`src/design/ddoa_pkg.sv`:
```
// ddoa_pkg: widths, calendar tables and microcode ROM of the date/day offset adder.
// No dependencies. Imported by the channel interfaces, the top level, the checker and the testbench.
`default_nettype none

package ddoa_pkg;

   // Field widths
   localparam int DAY_W      = 5;
   localparam int MONTH_W    = 4;
   localparam int YEAR_W     = 14;
   localparam int OFFSET_BITS = 20;
   localparam int RES_YEAR_W = 15;
   localparam int DOY_W      = 9;

   // Serial day numbers (sum of two dates stays below 2^23, 365*year below 2^24)
   localparam int SER_W      = 24;

   // floor(x / 100) for 15-bit x as (x * 5243) >> 19
   localparam int RECIP_W     = 13;
   localparam int RECIP_SHIFT = 19;
   localparam int PROD_W      = RES_YEAR_W + RECIP_W;
   localparam int QUO_W       = PROD_W - RECIP_SHIFT;
   localparam logic [RECIP_W-1:0] RECIP_100 = 13'd5243;
   localparam int HUND_W      = QUO_W + 7;
   localparam logic [HUND_W-1:0] CENTURY = 16'd100;

   // Calendar constants
   localparam logic [YEAR_W-1:0]  YEAR_LIMIT    = 14'd9999;
   localparam logic [SER_W-1:0]   DAYS_PER_YEAR = 24'd365;
   localparam int                 MONTHS        = 12;
   localparam logic [MONTH_W-1:0] FEB           = 4'd1;
   localparam logic [DAY_W-1:0]   LAST_DAY      = 5'd31;
   localparam logic [MONTH_W-1:0] LAST_MONTH    = 4'd12;

   // Sequencer
   localparam int PC_W  = 5;
   localparam int BIT_W = 4;
   localparam int UOP_W = 4;
   localparam int COND_W = 3;

   // Datapath operations
   localparam logic [UOP_W-1:0] U_MQY    = 4'd0;  // q = yop / 100
   localparam logic [UOP_W-1:0] U_MQN    = 4'd1;  // q = (yop - 1) / 100
   localparam logic [UOP_W-1:0] U_LEAP   = 4'd2;  // leap flag of yop
   localparam logic [UOP_W-1:0] U_DBY    = 4'd3;  // days before year yop
   localparam logic [UOP_W-1:0] U_ACC1   = 4'd4;  // num = serial of first date
   localparam logic [UOP_W-1:0] U_LDY2   = 4'd5;  // yop = second year
   localparam logic [UOP_W-1:0] U_ACC2   = 4'd6;  // num += serial of second date
   localparam logic [UOP_W-1:0] U_ADDOFF = 4'd7;  // num += offset
   localparam logic [UOP_W-1:0] U_SINIT  = 4'd8;  // start year search
   localparam logic [UOP_W-1:0] U_SCMP   = 4'd9;  // one year search bit
   localparam logic [UOP_W-1:0] U_REM    = 4'd10; // day within result year
   localparam logic [UOP_W-1:0] U_WALK   = 4'd11; // one month step
   localparam logic [UOP_W-1:0] U_DONE   = 4'd12; // load result register
   localparam logic [UOP_W-1:0] U_ZERO   = 4'd13; // zero serial result

   // Jump conditions
   localparam logic [COND_W-1:0] C_NONE   = 3'd0;
   localparam logic [COND_W-1:0] C_ALWAYS = 3'd1;
   localparam logic [COND_W-1:0] C_OP0    = 3'd2;
   localparam logic [COND_W-1:0] C_ZERO   = 3'd3;
   localparam logic [COND_W-1:0] C_BIT    = 3'd4;
   localparam logic [COND_W-1:0] C_WALK   = 3'd5;

   // Jump targets
   localparam logic [PC_W-1:0] A_ADDOFF = 5'd11;
   localparam logic [PC_W-1:0] A_SINIT  = 5'd12;
   localparam logic [PC_W-1:0] A_SLOOP  = 5'd13;
   localparam logic [PC_W-1:0] A_WALK   = 5'd21;
   localparam logic [PC_W-1:0] A_ZERO   = 5'd23;

   typedef struct packed {
      logic [UOP_W-1:0]  uop;
      logic [COND_W-1:0] cond;
      logic [PC_W-1:0]   target;
      logic              last;
   } uword_type;

   function automatic uword_type mk_uword(input logic [UOP_W-1:0] uop,
                                          input logic [COND_W-1:0] cond,
                                          input logic [PC_W-1:0] target,
                                          input logic last);
      uword_type w;
      w.uop    = uop;
      w.cond   = cond;
      w.target = target;
      w.last   = last;
      return w;
   endfunction

   // Microprogram
   function automatic uword_type ucode_rom(input logic [PC_W-1:0] pc);
      uword_type w;
      unique case (pc)
         5'd0:    w = mk_uword(U_MQY,    C_NONE,   '0,       1'b0);
         5'd1:    w = mk_uword(U_LEAP,   C_NONE,   '0,       1'b0);
         5'd2:    w = mk_uword(U_MQN,    C_NONE,   '0,       1'b0);
         5'd3:    w = mk_uword(U_DBY,    C_NONE,   '0,       1'b0);
         5'd4:    w = mk_uword(U_ACC1,   C_NONE,   '0,       1'b0);
         5'd5:    w = mk_uword(U_LDY2,   C_OP0,    A_ADDOFF, 1'b0);
         5'd6:    w = mk_uword(U_MQY,    C_NONE,   '0,       1'b0);
         5'd7:    w = mk_uword(U_LEAP,   C_NONE,   '0,       1'b0);
         5'd8:    w = mk_uword(U_MQN,    C_NONE,   '0,       1'b0);
         5'd9:    w = mk_uword(U_DBY,    C_NONE,   '0,       1'b0);
         5'd10:   w = mk_uword(U_ACC2,   C_ALWAYS, A_SINIT,  1'b0);
         5'd11:   w = mk_uword(U_ADDOFF, C_NONE,   '0,       1'b0);
         5'd12:   w = mk_uword(U_SINIT,  C_ZERO,   A_ZERO,   1'b0);
         5'd13:   w = mk_uword(U_MQN,    C_NONE,   '0,       1'b0);
         5'd14:   w = mk_uword(U_DBY,    C_NONE,   '0,       1'b0);
         5'd15:   w = mk_uword(U_SCMP,   C_BIT,    A_SLOOP,  1'b0);
         5'd16:   w = mk_uword(U_MQY,    C_NONE,   '0,       1'b0);
         5'd17:   w = mk_uword(U_LEAP,   C_NONE,   '0,       1'b0);
         5'd18:   w = mk_uword(U_MQN,    C_NONE,   '0,       1'b0);
         5'd19:   w = mk_uword(U_DBY,    C_NONE,   '0,       1'b0);
         5'd20:   w = mk_uword(U_REM,    C_NONE,   '0,       1'b0);
         5'd21:   w = mk_uword(U_WALK,   C_WALK,   A_WALK,   1'b0);
         5'd22:   w = mk_uword(U_DONE,   C_NONE,   '0,       1'b1);
         5'd23:   w = mk_uword(U_ZERO,   C_NONE,   '0,       1'b1);
         default: w = mk_uword(U_ZERO,   C_NONE,   '0,       1'b1);
      endcase
      return w;
   endfunction

   // Days in whole non-leap months before month index k (0 = January)
   function automatic logic [DOY_W-1:0] cum_days(input logic [MONTH_W-1:0] k);
      logic [DOY_W-1:0] n;
      unique case (k)
         4'd0:    n = 9'd0;
         4'd1:    n = 9'd31;
         4'd2:    n = 9'd59;
         4'd3:    n = 9'd90;
         4'd4:    n = 9'd120;
         4'd5:    n = 9'd151;
         4'd6:    n = 9'd181;
         4'd7:    n = 9'd212;
         4'd8:    n = 9'd243;
         4'd9:    n = 9'd273;
         4'd10:   n = 9'd304;
         4'd11:   n = 9'd334;
         default: n = 9'd365;
      endcase
      return n;
   endfunction

   // Length of month index k (0 = January)
   function automatic logic [DAY_W-1:0] month_len(input logic [MONTH_W-1:0] k,
                                                   input logic leap);
      logic [DAY_W-1:0] n;
      unique case (k)
         4'd1:                       n = 5'd28;
         4'd3, 4'd5, 4'd8, 4'd10:    n = 5'd30;
         default:                    n = 5'd31;
      endcase
      return n + DAY_W'(leap && (k == FEB));
   endfunction

   // Ordinal day: whole months before (clipped to the year) plus the day number
   function automatic logic [DOY_W-1:0] ordinal_days(input logic [DAY_W-1:0] d,
                                                      input logic [MONTH_W-1:0] m,
                                                      input logic leap);
      logic [MONTH_W-1:0] whole;
      if (m == '0) begin
         whole = '0;
      end else if (m > MONTH_W'(MONTHS + 1)) begin
         whole = MONTH_W'(MONTHS);
      end else begin
         whole = m - MONTH_W'(1);
      end
      return cum_days(whole) + DOY_W'(leap && (whole > FEB)) + DOY_W'(d);
   endfunction

endpackage

`default_nettype wire

```
`src/design/ddoa_req_if.sv`:
```
// ddoa_req_if: request channel (valid/ready plus the two dates and the offset).
// Depends on ddoa_pkg for field widths.
`default_nettype none

interface ddoa_req_if;
   import ddoa_pkg::*;

   logic                   valid;
   logic                   ready;
   logic                   op;
   logic [DAY_W-1:0]       day;
   logic [MONTH_W-1:0]     month;
   logic [YEAR_W-1:0]      year;
   logic [DAY_W-1:0]       other_day;
   logic [MONTH_W-1:0]     other_month;
   logic [YEAR_W-1:0]      other_year;
   logic [OFFSET_BITS-1:0] offset_days;

   modport source (output valid, op, day, month, year, other_day, other_month,
                   other_year, offset_days, input ready);
   modport sink   (input valid, op, day, month, year, other_day, other_month,
                   other_year, offset_days, output ready);
endinterface

`default_nettype wire

```
`src/design/ddoa_rsp_if.sv`:
```
// ddoa_rsp_if: response channel (valid/ready plus the resulting date and flags).
// Depends on ddoa_pkg for field widths.
`default_nettype none

interface ddoa_rsp_if;
   import ddoa_pkg::*;

   logic                  valid;
   logic                  ready;
   logic [DAY_W-1:0]      res_day;
   logic [MONTH_W-1:0]    res_month;
   logic [RES_YEAR_W-1:0] res_year;
   logic [DOY_W-1:0]      day_of_year;
   logic                  same_date;

   modport source (output valid, res_day, res_month, res_year, day_of_year, same_date,
                   input ready);
   modport sink   (input valid, res_day, res_month, res_year, day_of_year, same_date,
                   output ready);
endinterface

`default_nettype wire

```
`src/design/date_day_offset_adder.sv`:
```
// Bulk of the work: year search, 15 passes of 3 microcode steps through the shared
// divide-by-100 multiplier, plus a month walk of 1 to 12 steps; a zero serial skips
// both. One request is worked on at a time: the next request beat is taken once the
// sequencer is done, even while the response register still holds an untaken beat.
// Reset: synchronous, active high; clears the sequencer and the response valid.
`default_nettype none

module date_day_offset_adder (
   input  logic       clock,
   input  logic       reset,
   ddoa_req_if.sink   req,
   ddoa_rsp_if.source rsp
);
   import ddoa_pkg::*;

   // Sequencer control
   logic              busy_ff, busy_in;
   logic [PC_W-1:0]   pc_ff, pc_in;
   logic              rsp_valid_ff, rsp_valid_in;
   uword_type         uw;
   logic              accept, out_free, stall, jump;

   // Captured request
   logic                   op_ff, op_in;
   logic [DAY_W-1:0]       d1_ff, d1_in, d2_ff, d2_in;
   logic [MONTH_W-1:0]     m1_ff, m1_in, m2_ff, m2_in;
   logic [YEAR_W-1:0]      y2_ff, y2_in;
   logic [OFFSET_BITS-1:0] off_ff, off_in;
   logic                   same_ff, same_in;
   logic [YEAR_W-1:0]      y1_clamp, y2_clamp;

   // Datapath
   logic [RES_YEAR_W-1:0] yop_ff, yop_in, yop_m1, mul_x;
   logic [QUO_W-1:0]      q_ff, q_in, q_calc;
   logic [PROD_W-1:0]     mul_p;
   logic [HUND_W-1:0]     hund;
   logic                  leap_ff, leap_in, leap_calc;
   logic [SER_W-1:0]      dby_ff, dby_in, dby_calc;
   logic [SER_W-1:0]      num_ff, num_in;
   logic [DOY_W-1:0]      doy_ff, doy_in, ord1, ord2;
   logic [RES_YEAR_W-1:0] lo_ff, lo_in, new_lo;
   logic [BIT_W-1:0]      bit_ff, bit_in, bit_m1;
   logic                  take;
   logic [DOY_W-1:0]      rem_ff, rem_in;
   logic [MONTH_W-1:0]    mon_ff, mon_in;
   logic [DAY_W-1:0]      mlen;
   logic                  walk_go;

   // Response register
   logic [DAY_W-1:0]      res_day_ff, res_day_in;
   logic [MONTH_W-1:0]    res_month_ff, res_month_in;
   logic [RES_YEAR_W-1:0] res_year_ff, res_year_in;
   logic [DOY_W-1:0]      res_doy_ff, res_doy_in;
   logic                  res_same_ff, res_same_in;

   assign req.ready       = !busy_ff;
   assign rsp.valid       = rsp_valid_ff;
   assign rsp.res_day     = res_day_ff;
   assign rsp.res_month   = res_month_ff;
   assign rsp.res_year    = res_year_ff;
   assign rsp.day_of_year = res_doy_ff;
   assign rsp.same_date   = res_same_ff;

   always_comb begin
      uw       = ucode_rom(pc_ff);
      accept   = req.valid && !busy_ff;
      out_free = !rsp_valid_ff || rsp.ready;
      stall    = uw.last && !out_free;

      // Year clamp on the way in
      y1_clamp = (req.year > YEAR_LIMIT) ? YEAR_LIMIT : req.year;
      y2_clamp = (req.other_year > YEAR_LIMIT) ? YEAR_LIMIT : req.other_year;

      // Shared divide-by-100 (reciprocal multiply)
      yop_m1 = yop_ff - RES_YEAR_W'(1);
      mul_x  = (uw.uop == U_MQN) ? yop_m1 : yop_ff;
      mul_p  = PROD_W'(mul_x) * PROD_W'(RECIP_100);
      q_calc = mul_p[PROD_W-1:RECIP_SHIFT];

      // Leap test from yop and q = yop / 100
      hund      = HUND_W'(q_ff) * CENTURY;
      leap_calc = (yop_ff != '0) && (yop_ff[1:0] == 2'b00)
                  && ((HUND_W'(yop_ff) != hund) || (q_ff[1:0] == 2'b00));

      // Days before year, q = (yop - 1) / 100
      if (yop_ff == '0) begin
         dby_calc = '0;
      end else begin
         dby_calc = SER_W'(yop_ff) * DAYS_PER_YEAR + SER_W'(yop_m1 >> 2)
                    - SER_W'(q_ff) + SER_W'(q_ff >> 2);
      end

      ord1 = ordinal_days(d1_ff, m1_ff, leap_ff);
      ord2 = ordinal_days(d2_ff, m2_ff, leap_ff);

      // Year search and month walk
      take    = dby_ff < num_ff;
      new_lo  = take ? yop_ff : lo_ff;
      bit_m1  = bit_ff - BIT_W'(1);
      mlen    = month_len(mon_ff, leap_ff);
      walk_go = (mon_ff < MONTH_W'(MONTHS - 1)) && (rem_ff > DOY_W'(mlen));

      // Jump condition
      unique case (uw.cond)
         C_NONE:   jump = 1'b0;
         C_ALWAYS: jump = 1'b1;
         C_OP0:    jump = !op_ff;
         C_ZERO:   jump = (num_ff == '0);
         C_BIT:    jump = (bit_ff != '0);
         C_WALK:   jump = walk_go;
         default:  jump = 1'b0;
      endcase

      // Hold by default
      busy_in      = busy_ff;
      pc_in        = pc_ff;
      rsp_valid_in = rsp_valid_ff && !rsp.ready;
      op_in   = op_ff;   d1_in = d1_ff; m1_in = m1_ff; d2_in = d2_ff; m2_in = m2_ff;
      y2_in   = y2_ff;   off_in = off_ff; same_in = same_ff;
      yop_in  = yop_ff;  q_in = q_ff;   leap_in = leap_ff; dby_in = dby_ff;
      num_in  = num_ff;  doy_in = doy_ff; lo_in = lo_ff; bit_in = bit_ff;
      rem_in  = rem_ff;  mon_in = mon_ff;
      res_day_in   = res_day_ff;
      res_month_in = res_month_ff;
      res_year_in  = res_year_ff;
      res_doy_in   = res_doy_ff;
      res_same_in  = res_same_ff;

      // Request beat: capture and start the program
      if (accept) begin
         busy_in = 1'b1;
         pc_in   = '0;
         op_in   = req.op;
         d1_in   = req.day;
         m1_in   = req.month;
         d2_in   = req.other_day;
         m2_in   = req.other_month;
         y2_in   = y2_clamp;
         off_in  = req.offset_days;
         yop_in  = RES_YEAR_W'(y1_clamp);
         same_in = (req.day == req.other_day) && (req.month == req.other_month)
                   && (req.year == req.other_year);
      end

      // Execute one control word
      if (busy_ff && !stall) begin
         if (uw.last) begin
            busy_in      = 1'b0;
            rsp_valid_in = 1'b1;
         end else begin
            pc_in = jump ? uw.target : pc_ff + PC_W'(1);
         end

         unique case (uw.uop)
            U_MQY, U_MQN: q_in = q_calc;
            U_LEAP:       leap_in = leap_calc;
            U_DBY:        dby_in = dby_calc;
            U_ACC1: begin
               num_in = dby_ff + SER_W'(ord1);
               doy_in = ord1;
            end
            U_LDY2:       yop_in = RES_YEAR_W'(y2_ff);
            U_ACC2:       num_in = num_ff + dby_ff + SER_W'(ord2);
            U_ADDOFF:     num_in = num_ff + SER_W'(off_ff);
            U_SINIT: begin
               lo_in  = '0;
               bit_in = BIT_W'(RES_YEAR_W - 1);
               yop_in = RES_YEAR_W'(1) << (RES_YEAR_W - 1);
            end
            U_SCMP: begin
               lo_in = new_lo;
               if (bit_ff != '0) begin
                  bit_in = bit_m1;
                  yop_in = new_lo | (RES_YEAR_W'(1) << bit_m1);
               end else begin
                  yop_in = new_lo;
               end
            end
            U_REM: begin
               rem_in = DOY_W'(num_ff - dby_ff);
               mon_in = '0;
            end
            U_WALK: begin
               if (walk_go) begin
                  rem_in = rem_ff - DOY_W'(mlen);
                  mon_in = mon_ff + MONTH_W'(1);
               end
            end
            U_DONE: begin
               res_day_in   = rem_ff[DAY_W-1:0];
               res_month_in = mon_ff + MONTH_W'(1);
               res_year_in  = lo_ff;
               res_doy_in   = doy_ff;
               res_same_in  = same_ff;
            end
            U_ZERO: begin
               res_day_in   = LAST_DAY;
               res_month_in = LAST_MONTH;
               res_year_in  = '0;
               res_doy_in   = doy_ff;
               res_same_in  = same_ff;
            end
            default: ;
         endcase
      end
   end

   // Control state
   always_ff @(posedge clock) begin
      if (reset) begin
         busy_ff      <= 1'b0;
         pc_ff        <= '0;
         rsp_valid_ff <= 1'b0;
      end else begin
         busy_ff      <= busy_in;
         pc_ff        <= pc_in;
         rsp_valid_ff <= rsp_valid_in;
      end
   end

   // Payload and datapath registers
   always_ff @(posedge clock) begin
      op_ff        <= op_in;
      d1_ff        <= d1_in;
      m1_ff        <= m1_in;
      d2_ff        <= d2_in;
      m2_ff        <= m2_in;
      y2_ff        <= y2_in;
      off_ff       <= off_in;
      same_ff      <= same_in;
      yop_ff       <= yop_in;
      q_ff         <= q_in;
      leap_ff      <= leap_in;
      dby_ff       <= dby_in;
      num_ff       <= num_in;
      doy_ff       <= doy_in;
      lo_ff        <= lo_in;
      bit_ff       <= bit_in;
      rem_ff       <= rem_in;
      mon_ff       <= mon_in;
      res_day_ff   <= res_day_in;
      res_month_ff <= res_month_in;
      res_year_ff  <= res_year_in;
      res_doy_ff   <= res_doy_in;
      res_same_ff  <= res_same_in;
   end

endmodule

`default_nettype wire

```
`src/flat_wrapper.sv`:
```
// flat-port wrapper written by rule: the top's interface ports become plain ports
module date_day_offset_adder_flat import ddoa_pkg::*;
  (clock, reset, req_valid, req_op, req_day, req_month, req_year, req_other_day, req_other_month, req_other_year, req_offset_days, req_ready, rsp_valid, rsp_res_day, rsp_res_month, rsp_res_year, rsp_day_of_year, rsp_same_date, rsp_ready);
  ddoa_req_if req_i ();
  ddoa_rsp_if rsp_i ();
  input  logic clock;
  input  logic reset;
  input wire logic [$bits(req_i.valid)-1:0] req_valid;
  input wire logic [$bits(req_i.op)-1:0] req_op;
  input wire logic [$bits(req_i.day)-1:0] req_day;
  input wire logic [$bits(req_i.month)-1:0] req_month;
  input wire logic [$bits(req_i.year)-1:0] req_year;
  input wire logic [$bits(req_i.other_day)-1:0] req_other_day;
  input wire logic [$bits(req_i.other_month)-1:0] req_other_month;
  input wire logic [$bits(req_i.other_year)-1:0] req_other_year;
  input wire logic [$bits(req_i.offset_days)-1:0] req_offset_days;
  output wire logic [$bits(req_i.ready)-1:0] req_ready;
  output wire logic [$bits(rsp_i.valid)-1:0] rsp_valid;
  output wire logic [$bits(rsp_i.res_day)-1:0] rsp_res_day;
  output wire logic [$bits(rsp_i.res_month)-1:0] rsp_res_month;
  output wire logic [$bits(rsp_i.res_year)-1:0] rsp_res_year;
  output wire logic [$bits(rsp_i.day_of_year)-1:0] rsp_day_of_year;
  output wire logic [$bits(rsp_i.same_date)-1:0] rsp_same_date;
  input wire logic [$bits(rsp_i.ready)-1:0] rsp_ready;
  assign req_i.valid = req_valid;
  assign req_i.op = req_op;
  assign req_i.day = req_day;
  assign req_i.month = req_month;
  assign req_i.year = req_year;
  assign req_i.other_day = req_other_day;
  assign req_i.other_month = req_other_month;
  assign req_i.other_year = req_other_year;
  assign req_i.offset_days = req_offset_days;
  assign req_ready = req_i.ready;
  assign rsp_valid = rsp_i.valid;
  assign rsp_res_day = rsp_i.res_day;
  assign rsp_res_month = rsp_i.res_month;
  assign rsp_res_year = rsp_i.res_year;
  assign rsp_day_of_year = rsp_i.day_of_year;
  assign rsp_same_date = rsp_i.same_date;
  assign rsp_i.ready = rsp_ready;
  date_day_offset_adder u_core (.clock(clock), .reset(reset), .req(req_i), .rsp(rsp_i));
endmodule
```
`config.mk`:
```
export PLATFORM = sky130hd
export DESIGN_NAME = date_day_offset_adder_flat
export DESIGN_NICKNAME = d
export VERILOG_FILES = /design/src/design/ddoa_pkg.sv /design/src/design/ddoa_req_if.sv /design/src/design/ddoa_rsp_if.sv /design/src/design/date_day_offset_adder.sv /design/src/flat_wrapper.sv
export SDC_FILE = /design/constraint.sdc
export NUM_CORES = 1
export LEC_CHECK = 0
export BUFFER_PORTS_ARGS = -buffer_cell sky130_fd_sc_hd__buf_2
export CAP_MARGIN = 15
export CELL_PAD_IN_SITES_DETAIL_PLACEMENT = 2
export CELL_PAD_IN_SITES_GLOBAL_PLACEMENT = 2
export CORE_ASPECT_RATIO = 1.1
export CORE_MARGIN = 1.5
export CORE_UTILIZATION = 38
export DETAILED_ROUTE_END_ITERATION = 16
export PLACE_DENSITY_LB_ADDON = 0.05
export SYNTH_ARGS = -nofsm -noshare
export SYNTH_HDL_FRONTEND = slang
export SYNTH_SLANG_ARGS = --single-unit
export TNS_END_PERCENT = 5
```
`constraint.sdc`:
```
create_clock -name clock -period 7.5 [get_ports clock]
set_input_delay 1.5 -clock clock [delete_from_list [all_inputs] [get_ports clock]]
set_output_delay 1.5 -clock clock [all_outputs]
set_load 0.05 [all_outputs]
```
## Yosys cells after proc, flatten, opt, wreduce, memory -nomap -nowiden

Memory sizes are Yosys's and may differ from the RTL's. A register that Yosys moved wholly into a read port is not among the register bits.
Cells that the tools add are included.

- $add $sub $neg: 20
- $mul: 3
- Divide/modulo/power cells: 0
- $lt $le $gt $ge: 9
- Eq/ne operators: 29
- Shift operators: 1
- Muxes and demuxes: 34
- Bitwise operators: 1
- Reductions and logical operators: 46

Operator list:

| operator | number |
|---|---|
| 15-bit two-way mux | 5 |
| 24-bit case mux with 3 select lines | 1 |
| 15-bit case mux with 2 select lines | 2 |
| 24-bit by 9-bit adder with 24-bit output | 2 |
| 15-bit case mux with 3 select lines | 1 |
| 4-bit equality test (second input constant) | 8 |
| 14-bit greater-than comparator (second input constant) | 2 |
| 15-bit by 13-bit multiplier with 28-bit output (second input constant) | 1 |
| 5-bit two-way mux | 5 |
| 24-bit by 13-bit adder with 24-bit output | 1 |
| 24-bit by 20-bit adder with 24-bit output | 1 |
| 24-bit adder | 1 |
| 24-bit by 7-bit adder with 24-bit output | 1 |
| 24-bit logical NOT | 1 |
| 24-bit less-than comparator | 1 |
| 15-bit by 9-bit multiplier with 24-bit output (second input constant) | 1 |
| 4-bit two-way mux | 6 |
| 4-bit case mux with 2 select lines | 3 |
| 24-bit by 9-bit subtractor with 24-bit output | 1 |
| 4-bit by 3-bit equality test with 1-bit output (second input constant) | 5 |
| 9-bit by 1-bit adder with 9-bit output | 2 |
| 9-bit by 5-bit adder with 9-bit output | 2 |
| 9-bit case mux with 2 select lines | 1 |
| 15-bit by 16-bit != test with 1-bit output | 1 |
| other kinds (43) | 88 |

- Register bits: 209
- Latch bits: 0
- Bits in writable memories: 0
- Bits in read-only memories: 704
- Input port bits: 71
- Output and inout bits: 36
- Word-level logic and storage cells: 172
- Memories: 3

Memories:

| name | depth | width | rd ports | clocked after memory_dff | write ports | line | text |
|---|---|---|---|---|---|---|---|
| (name not given) | 32 | 13 | 1 | 1 | 0 | ddoa_pkg.sv:94 | `unique case (pc)` |
| (name not given) | 16 | 9 | 1 | 0 | 0 | ddoa_pkg.sv:127 | `unique case (k)` |
| (name not given) | 16 | 9 | 1 | 0 | 0 | ddoa_pkg.sv:127 |  |

## Logic depth before layout (Yosys ltp)

Gate-level depths: netlist of run 1.

- Depth in word-level cells: 11
- Gate-level depth with buffers: 32
- Gate-level depth less buffers: 32

## Least setup slack after synthesis of run 1

No wires, ideal clock.

- Path kind: reg2reg
- Start point: reg u_core.yop_ff[3]
- End point: reg u_core.q_ff[8] (data pin)
- Library setup time: 260 ps
- Arrival time: 6749 ps
- Path slack: 492 ps
- Cell stages (with the launch flop): 28
- Cells stage by stage: dfxtp_1 > clkbuf_1 > inv_1 > ha_1 > inv_1 > o21ai_0 > a21boi_1 > and2_1 > clkbuf_1 > nand3_1 > xnor2_1 > ha_1 > fa_1 > fa_1 > inv_1 > fa_1 > fa_1 > inv_1 > ha_1 > a21o_1 > a2111oi_0 > o21ai_0 > nand4_1 > a31oi_1 > a41o_1 > o21ai_0 > nand2b_1 > xnor2_1

- Word-level cells in the longest chain between the ends: 3

Ends and longest elaborated chain:

| element | line | text |
|---|---|---|
| start: declaration | date_day_offset_adder.sv:33 | `logic [RES_YEAR_W-1:0] yop_ff, yop_in, yop_m1, mul_x;` |
| start signal: assignment | date_day_offset_adder.sv:231 | `yop_ff <= yop_in;` |
| 15-bit by 1-bit subtractor with 15-bit output | date_day_offset_adder.sv:75 | `yop_m1 = yop_ff - RES_YEAR_W'(1);` |
| 15-bit two-way mux (*) | date_day_offset_adder.sv:76 | `mul_x = (uw.uop == U_MQN) ? yop_m1 : yop_ff;` |
| 15-bit by 13-bit multiplier with 28-bit output (*) | date_day_offset_adder.sv:77 | `mul_p = PROD_W'(mul_x) * PROD_W'(RECIP_100);` |
| via u_core.mul_p[27] | date_day_offset_adder.sv:35 | `logic [PROD_W-1:0] mul_p;` |
| end signal: assignment | date_day_offset_adder.sv:232 | `q_ff <= q_in;` |
| end: declaration | date_day_offset_adder.sv:34 | `logic [QUO_W-1:0] q_ff, q_in, q_calc;` |

The timed path passes the listed nets; every way through them passes the cells marked *.
A chain may end at the register's enable or synchronous reset.

## Final worst setup path of run 1

Same ends and word-level chain as after synthesis.

==> results of run 1 <==
## critical path, cell delays in order (launching register included)
cell and delay [ns]:
sky130_fd_sc_hd__dfxtp_1 0.31, sky130_fd_sc_hd__inv_1 0.22, sky130_fd_sc_hd__ha_1 0.21, sky130_fd_sc_hd__inv_1 0.06
sky130_fd_sc_hd__o21ai_0 0.41, sky130_fd_sc_hd__a21boi_1 0.18, sky130_fd_sc_hd__and2_1 0.24, sky130_fd_sc_hd__nand3_1 0.20
sky130_fd_sc_hd__xnor2_4 0.12, sky130_fd_sc_hd__ha_1 0.35, sky130_fd_sc_hd__fa_1 0.51, sky130_fd_sc_hd__fa_1 0.54
sky130_fd_sc_hd__inv_1 0.05, sky130_fd_sc_hd__fa_1 0.47, sky130_fd_sc_hd__fa_1 0.54, sky130_fd_sc_hd__inv_1 0.05
sky130_fd_sc_hd__ha_1 0.31, sky130_fd_sc_hd__a21o_1 0.18, sky130_fd_sc_hd__a2111oi_1 0.54, sky130_fd_sc_hd__o21ai_0 0.24
sky130_fd_sc_hd__nand4_1 0.18, sky130_fd_sc_hd__a31oi_1 0.17, sky130_fd_sc_hd__a41o_1 0.31, sky130_fd_sc_hd__o21ai_0 0.17
sky130_fd_sc_hd__nand2b_1 0.09, sky130_fd_sc_hd__xnor2_1 0.12
## power groups by stage
stage          Combinational, mW  Sequential [mW]  Clock, mW
2_1_floorplan               6.86             1.84          0
3_3_place_gp                8.87             1.85          0
3_5_place_dp                9.28             1.86          0
4_1_cts                     9.41             1.83       1.47
5_1_grt                     10.7             1.84       1.51
6_report                    9.20             1.83       1.43
## state kept, by name (all words and copies together), names as in the netlist, 5 cells and up
name	cells
u_core.rsp.day_of_year	9
u_core.d1_ff	5
u_core.uw	12
u_core.num_ff	24
u_core.rsp.res_day	5
u_core.yop_ff	15
u_core.lo_ff	15
u_core.doy_ff	9
u_core.rem_ff	9
u_core.dby_ff	24
u_core.y2_ff	14
u_core.q_ff	9
u_core.pc_ff	5
u_core.d2_ff	5
u_core.rsp.res_year	15
u_core.off_ff	20
## layout make-up
| type | count | share of cell area [%] |
|---|---|---|
| clock buffer | 38 | 3.33 |
| sequential | 221 | 24.0 |
| timing repair buffer | 159 | 3.54 |
| multi-input combinational | 1687 | 58.8 |
| tap | 824 | 3.93 |
| inverter | 415 | 5.93 |
| antenna | 1 | 0.00953 |
| clock inverter | 16 | 0.448 |
## cells by family (layout without fill, tap and decap cells)
family	count (synthesis)	after routing	share of synthesized area, %
adders and majority gates	544	544	34.8
and+or+nand+nor	506	506	10.6
buffers and inverters	454	628	7.35
AOI/OAI and AO/OA	414	414	11.7
DFF	221	221	27.0
xor gates and xnor gates	192	192	7.20
muxes	31	31	1.35
other	0	1	0
## routing by layer
layer / share of wire (%) / GRT usage (%)
met1: 41 / 28.9
met4: 2.9 / 7.01
met5: 0 / 0
met3: 1.8 / 1.94
met2: 54 / 47.1
## through the flow
step	setup WS (ns)	hold WS [ns]	cells	instance area [µm²]	setup TNS (ns)
3_3_place_gp	0.0481	0.405	3300	25100	0
2_1_floorplan	0.492	0.400	2362	23300	0
3_5_place_dp	-0.167	0.416	3301	25200	-0.167
4_1_cts	0.0729	0.430	3355	26200	0
6_report	0.448	0.426	3361	26300	0
5_1_grt	0.0162	0.435	3360	26300	0
## Yosys cell counts, drive strengths merged (6+ instances only)
cell type,number
o31ai,7
a21o,45
o211ai,6
inv,415
nor2,158
clkbuf,34
and2,24
nand2,96
nor3,43
a221oi,19
xnor2,112
a22oi,13
edfxtp,187
o21bai,12
and3,7
or3,11
nand3,44
fa,177
nor2b,33
xor2,80
o221ai,6
ha,367
nor4,21
a21oi,111
nand4,13
a211oi,17
mux2i,28
a31oi,13
o21a,17
o21ai,88
nand2b,29
nor3b,11
dfxtp,34
o22ai,15
## path summary, 6_finish.rpt
path | startpoint | to | slack (ns) | cells after the start
worst max-delay path | u_core.yop_ff[3] | u_core.q_ff[8] | 0.45 | 25
worst min-delay path | u_core.doy_ff[3] | u_core.rsp.day_of_year[3] | 0.43 | 0
worst max register to register | u_core.yop_ff[3] | u_core.q_ff[8] | 0.45 | 25
worst min register to register | u_core.doy_ff[3] | u_core.rsp.day_of_year[3] | 0.43 | 0
## what timing repair did
action	4_1_cts	5_1_grt
buffers inserted	0	2
hold buffers	0	0
resized for setup	3	14
setup endpoints to repair	4	9
pin swaps	0	2
hold endpoints to repair	0	0
==> flow_metrics.tcl, run 1 <==
set metrics [dict create \
    run_status "finished, final reports clean" \
    postSynth.asyncResetShare_pct 0 \
    ys_warn_count 0 \
    ant_nets 0 \
    syn-instance-count 2362 \
    postSynthAreaPerCell_um2 9.88 \
    synth.largest_area_cell "sky130_fd_sc_hd__edfxtp_1" \
    cellPowerDensity_nw_per_um2 474 \
    layout_min_cycle_time_ns 7.05 \
    post-route-drc-count 0 \
    slew-limit-headroom_pct 23.5 \
    largest_vdd_supply_drop_mv 0.372 \
    design.portCount 107 \
    routed_wl_um 76000 \
    power.net_switching_mw 5.87 \
    cp_max_fo 6 \
    report.final.slew_viol_count 0 \
    clock_tree.buffer_depth 3 \
    core.rowCount 95 \
    timing.fmax_mhz 142 \
    internal-power_mw 6.59 \
    wl_per_cell_um 22.6 \
    clock-skew-final_ns 0.0429 \
    antenna_violations_before_repair 0 \
    setup_repair_after_global_routing_missed_its_margin "false" \
    synth_area_um2 23300 \
    synth_enable_flop_cells 187 \
    layout.filler_cells 6576 \
    die_area_um2 62900 \
    layout.cells.most_common "sky130_fd_sc_hd__inv_1" \
    multi_input_area_um2 15500 \
    synthToLayoutAreaGrowth_pct 12.5 \
    cts-root-buf "sky130_fd_sc_hd__clkbuf_16" \
    finalSetupViolCount 0 \
    cts.htree.levels 1 \
    final_layout_size_suffix_gt1_share_pct 9.70 \
    post-dp-hpwl_um 63900 \
    synth.yosys.seq_area_share_pct 27.0 \
    synthesis.nets 2977 \
    synthTopCellsByArea "sky130_fd_sc_hd__edfxtp_1 (24%), sky130_fd_sc_hd__ha_1 (20%), sky130_fd_sc_hd__fa_1 (15%)" \
    yosys_most_used_dff "sky130_fd_sc_hd__edfxtp_1" \
    fin_crit_sh_pct 94.0 \
    die_y_um 263 \
    path_class "register to register" \
    startpoint_type_of_the_worst_setup_path "register" \
    die_w_um 239 \
    drt_first_iter_violations 613 \
    maxCapViolCount 0 \
    power.share.combinational_pct 73.8 \
    grt_max_degree 68 \
    seqCellArea_um2 6300 \
    nets 3129 \
    finish.utilization_pct 43.1 \
    totalPowerFinal_mw 12.5 \
    final_hold_viol_count 0 \
    core-area_um2 61000 \
    place.port_buffers 106 \
    numClockSinks 221 \
    clk_latency_ns 0.61 \
    leakagePower_nw 12.1 \
    power.sequential.fraction_pct 14.7 \
    arrival_ns 7.40 \
    required_ns 7.85 \
    power.share.clock_pct 11.5 \
    routed-via-count 17696 \
    tritoncts_clock_tree "done" \
    clock_transition_at_the_registers_of_the_reported_paths_ns 0.06 \
    floorplan.initialDensity_pct 38.3 \
    gr-total-overflow 0 \
    wire_length_of_the_first_global_routing_pass_um 119000 \
    drt_pass1_iterations 4 \
    viasPerCell 5.27 \
    synth_top_area_share_pct 24.1 \
    grtUsageTotal_pct 24.6 \
    power.share.switching_pct 47.1 \
    final_cell_mix "sky130_fd_sc_hd__inv_1 (411), sky130_fd_sc_hd__ha_1 (366), sky130_fd_sc_hd__edfxtp_1 (187)" \
    holdCritPathClass "register to register" \
    gp_congestion 0.884 \
    synth-seq-cells 221 \
    cts_buffers 30 \
    via_count_of_the_first_global_routing_pass 20336 \
    synth_cell_types 75 \
    setup.worst_path.end_class "register" \
    timing_worst_slew_pin_value_ns 1.14 \
]
No activity file was read; power rests on OpenSTA's default activity.
==> run 2, diff against run 1 <==
--- a/config.mk
+++ b/config.mk
@@ -9,7 +9,7 @@
 export CAP_MARGIN = 15
 export CELL_PAD_IN_SITES_DETAIL_PLACEMENT = 2
 export CELL_PAD_IN_SITES_GLOBAL_PLACEMENT = 2
-export CORE_ASPECT_RATIO = 1.1
+export CORE_ASPECT_RATIO = 1.5
 export CORE_MARGIN = 1.5
 export CORE_UTILIZATION = 38
 export DETAILED_ROUTE_END_ITERATION = 16
==> run 2 against run 1 <==
Sequential power hardly changed. Critical endpoint is now u_core.num_ff[22]. Count of clock-buffer cells in the layout fell by 9. Clock power shrank 8%. Combinational power about the same. Highest routed layer unchanged. Hold slack worse by 0.0049 ns. Core utilization fell by 0.37 points. Critical path depth grew 7.
==> flow_metrics.tcl, run 2 (synthesized netlist as in run 1, its figures left out) <==
set metrics [dict create \
    run_status "finished, final reports clean" \
    worstHoldStart "u_core.same_ff" \
    crit_slowest_cell "sky130_fd_sc_hd__edfxtp_1" \
    layout.filler_cells 6573 \
    drt_first_iter_violations 490 \
    tritoncts_clock_tree "done" \
    via_count_of_the_first_global_routing_pass 20381 \
    grt_max_degree 35 \
    nets 3120 \
    grtUsageTotal_pct 25.1 \
    design.portCount 107 \
    gp_congestion 0.876 \
    synthToLayoutAreaGrowth_pct 11.5 \
    fin_crit_sh_pct 93.0 \
    maxCapViolCount 0 \
    gr-total-overflow 0 \
    startpoint_type_of_the_worst_setup_path "register" \
    cellPowerDensity_nw_per_um2 474 \
    required_ns 7.80 \
    final_area_um2 26000 \
    slew-limit-headroom_pct 30.6 \
    r2r-end "u_core.num_ff[22]" \
    clock_tree.buffer_depth 3 \
    post-route-drc-count 0 \
    die_w_um 205 \
    cp_max_fo 6 \
    holdCritPathClass "register to register" \
    placedInstanceArea_um2 25100 \
    routed_wl_um 77500 \
    floorplan.initialDensity_pct 38.3 \
    wl_per_cell_um 23.4 \
    dp.cells 3266 \
    ant_nets 0 \
    die_y_um 307 \
    totalPowerFinal_mw 12.3 \
    layout.cells.most_common "sky130_fd_sc_hd__inv_1" \
    timing.fmax_mhz 143 \
    antenna_violations_before_repair 0 \
    top_usage_layer_grt "met2" \
    final_hold_viol_count 0 \
    routed-via-count 17619 \
    timing_worst_slew_pin_value_ns 1.01 \
    numClockSinks 221 \
    grt_util_met1_pct 26.6 \
    place.port_buffers 106 \
    setup_tns_ns 0 \
    cts_buffers 26 \
    core.rowCount 111 \
    die_area_um2 63000 \
    final_layout_size_suffix_gt1_share_pct 9.23 \
    final_cell_mix "sky130_fd_sc_hd__inv_1 (413), sky130_fd_sc_hd__ha_1 (366), sky130_fd_sc_hd__edfxtp_1 (187)" \
    drt_pass1_iterations 5 \
    largest_vdd_supply_drop_mv 0.401 \
    hold_path_depth 0 \
    critical_path.reg2reg.startpoint "u_core.m2_ff[0]" \
    clock_transition_at_the_registers_of_the_reported_paths_ns 0.06 \
    report.final.slew_viol_count 0 \
    arrival_ns 7.28 \
    setup.worst_path.end_class "register" \
    layout_top_registers "u_core.dby_ff x24, u_core.num_ff x24, u_core.off_ff x20" \
    crit_path_start "u_core.m2_ff[0]" \
    cpMostUsedCell "sky130_fd_sc_hd__inv_1" \
    reg2reg_setup_slack_ns 0.52 \
    viasPerCell 5.31 \
    finalHoldWorstSlack_ns 0.421 \
    clock-skew-final_ns 0.0232 \
    ff2ff_path_depth 32 \
    n_antenna_cell 0 \
    layout_min_cycle_time_ns 6.98 \
    grt.met2_usage_pct 50.4 \
    core-area_um2 61000 \
    clk_latency_ns 0.58 \
    critical_path.max_stage_delay_ns 0.47 \
    timing.hold.worst_endpoint "u_core.rsp.same_date" \
    path_class "register to register" \
    leakagePower_nw 12.0 \
    globalRouteMet3Util_pct 1.61 \
    wire_length_of_the_first_global_routing_pass_um 119000 \
    post-dp-hpwl_um 65900 \
    final-instance-count-excl-fill 3316 \
    finalSetupViolCount 0 \
    cts.htree.levels 1 \
    cts-root-buf "sky130_fd_sc_hd__clkbuf_16" \
]
## run 2: cell types whose count changed in the layout (fill, tap and decap cells not counted), sizes merged
cell      before  now
clkbuf        39   29
clkinv        13   10
buf          158  154
clkinvlp       2    5
bufinv         0    3
diode          1    0
## run 2: metrics by stage
step / utilization, % / worst slack (ns)
2_1_floorplan: - / 0.492
3_3_place_gp: 41.2 / 0.359
3_5_place_dp: 41.2 / -0.0489
4_1_cts: 42.6 / 0.0262
5_1_grt: 42.7 / -0.0363
6_report: 42.7 / 0.523
## run 2: metal layers
| metal | share of wire (%) | vias up |
|---|---|---|
| met1 | 37 | 8991 |
| met2 | 57 | 211 |
| li1 | - | 8313 |
| met3 | 1.7 | 104 |
| met5 | 0 | - |
| met4 | 4.3 | 0 |
## run 2: layout make-up
type / instances / area (µm²) / area share [%]
clock buffers: 29 / 662 / 2.54
flip-flops and latches: 221 / 6300 / 24.2
repair buffers: 154 / 891 / 3.42
well taps: 791 / 990 / 3.80
clock inverters: 19 / 194 / 0.745
inverters: 415 / 1560 / 5.98
multi-input cells: 1687 / 15400 / 59.3
## run 2: report_power, final
part | switching [mW] | total [mW] | internal [mW]
logic | 5.20 | 9.17 | 3.97
registers | 0.0881 | 1.86 | 1.77
clock network | 0.579 | 1.32 | 0.742
total | 5.87 | 12.3 | 6.48
## run 2: what timing repair did
item / 4_1_cts / 5_1_grt
setup endpoints to repair: 2 / 9
setup buffers: 0 / 0
pin swaps: 1 / 0
resized for setup: 1 / 15
hold buffers: 0 / 0
## run 2: worst max-delay path by stage
stage | end | slack [ns] | cells after the start
finish | u_core.num_ff[22] | 0.52 | 32
global route | u_core.num_ff[21] | -0.04 | 32
CTS | u_core.num_ff[22] | 0.03 | 30
detailed placement | u_core.num_ff[21] | -0.05 | 31
global placement | u_core.num_ff[21] | 0.36 | 32
floorplan | u_core.q_ff[8] | 0.49 | 27
## run 2: critical path, delay by kind of cell (launching register included)
family / cells / cell delay (ns)
AO/OA/AOI/OAI: 13 / 2.81
buffers and inverters: 4 / 0.41
flip-flops: 1 / 0.47
AND/OR/NAND/NOR: 7 / 0.81
XOR/XNOR: 2 / 0.26
adder cells (fa/ha/maj): 6 / 1.97
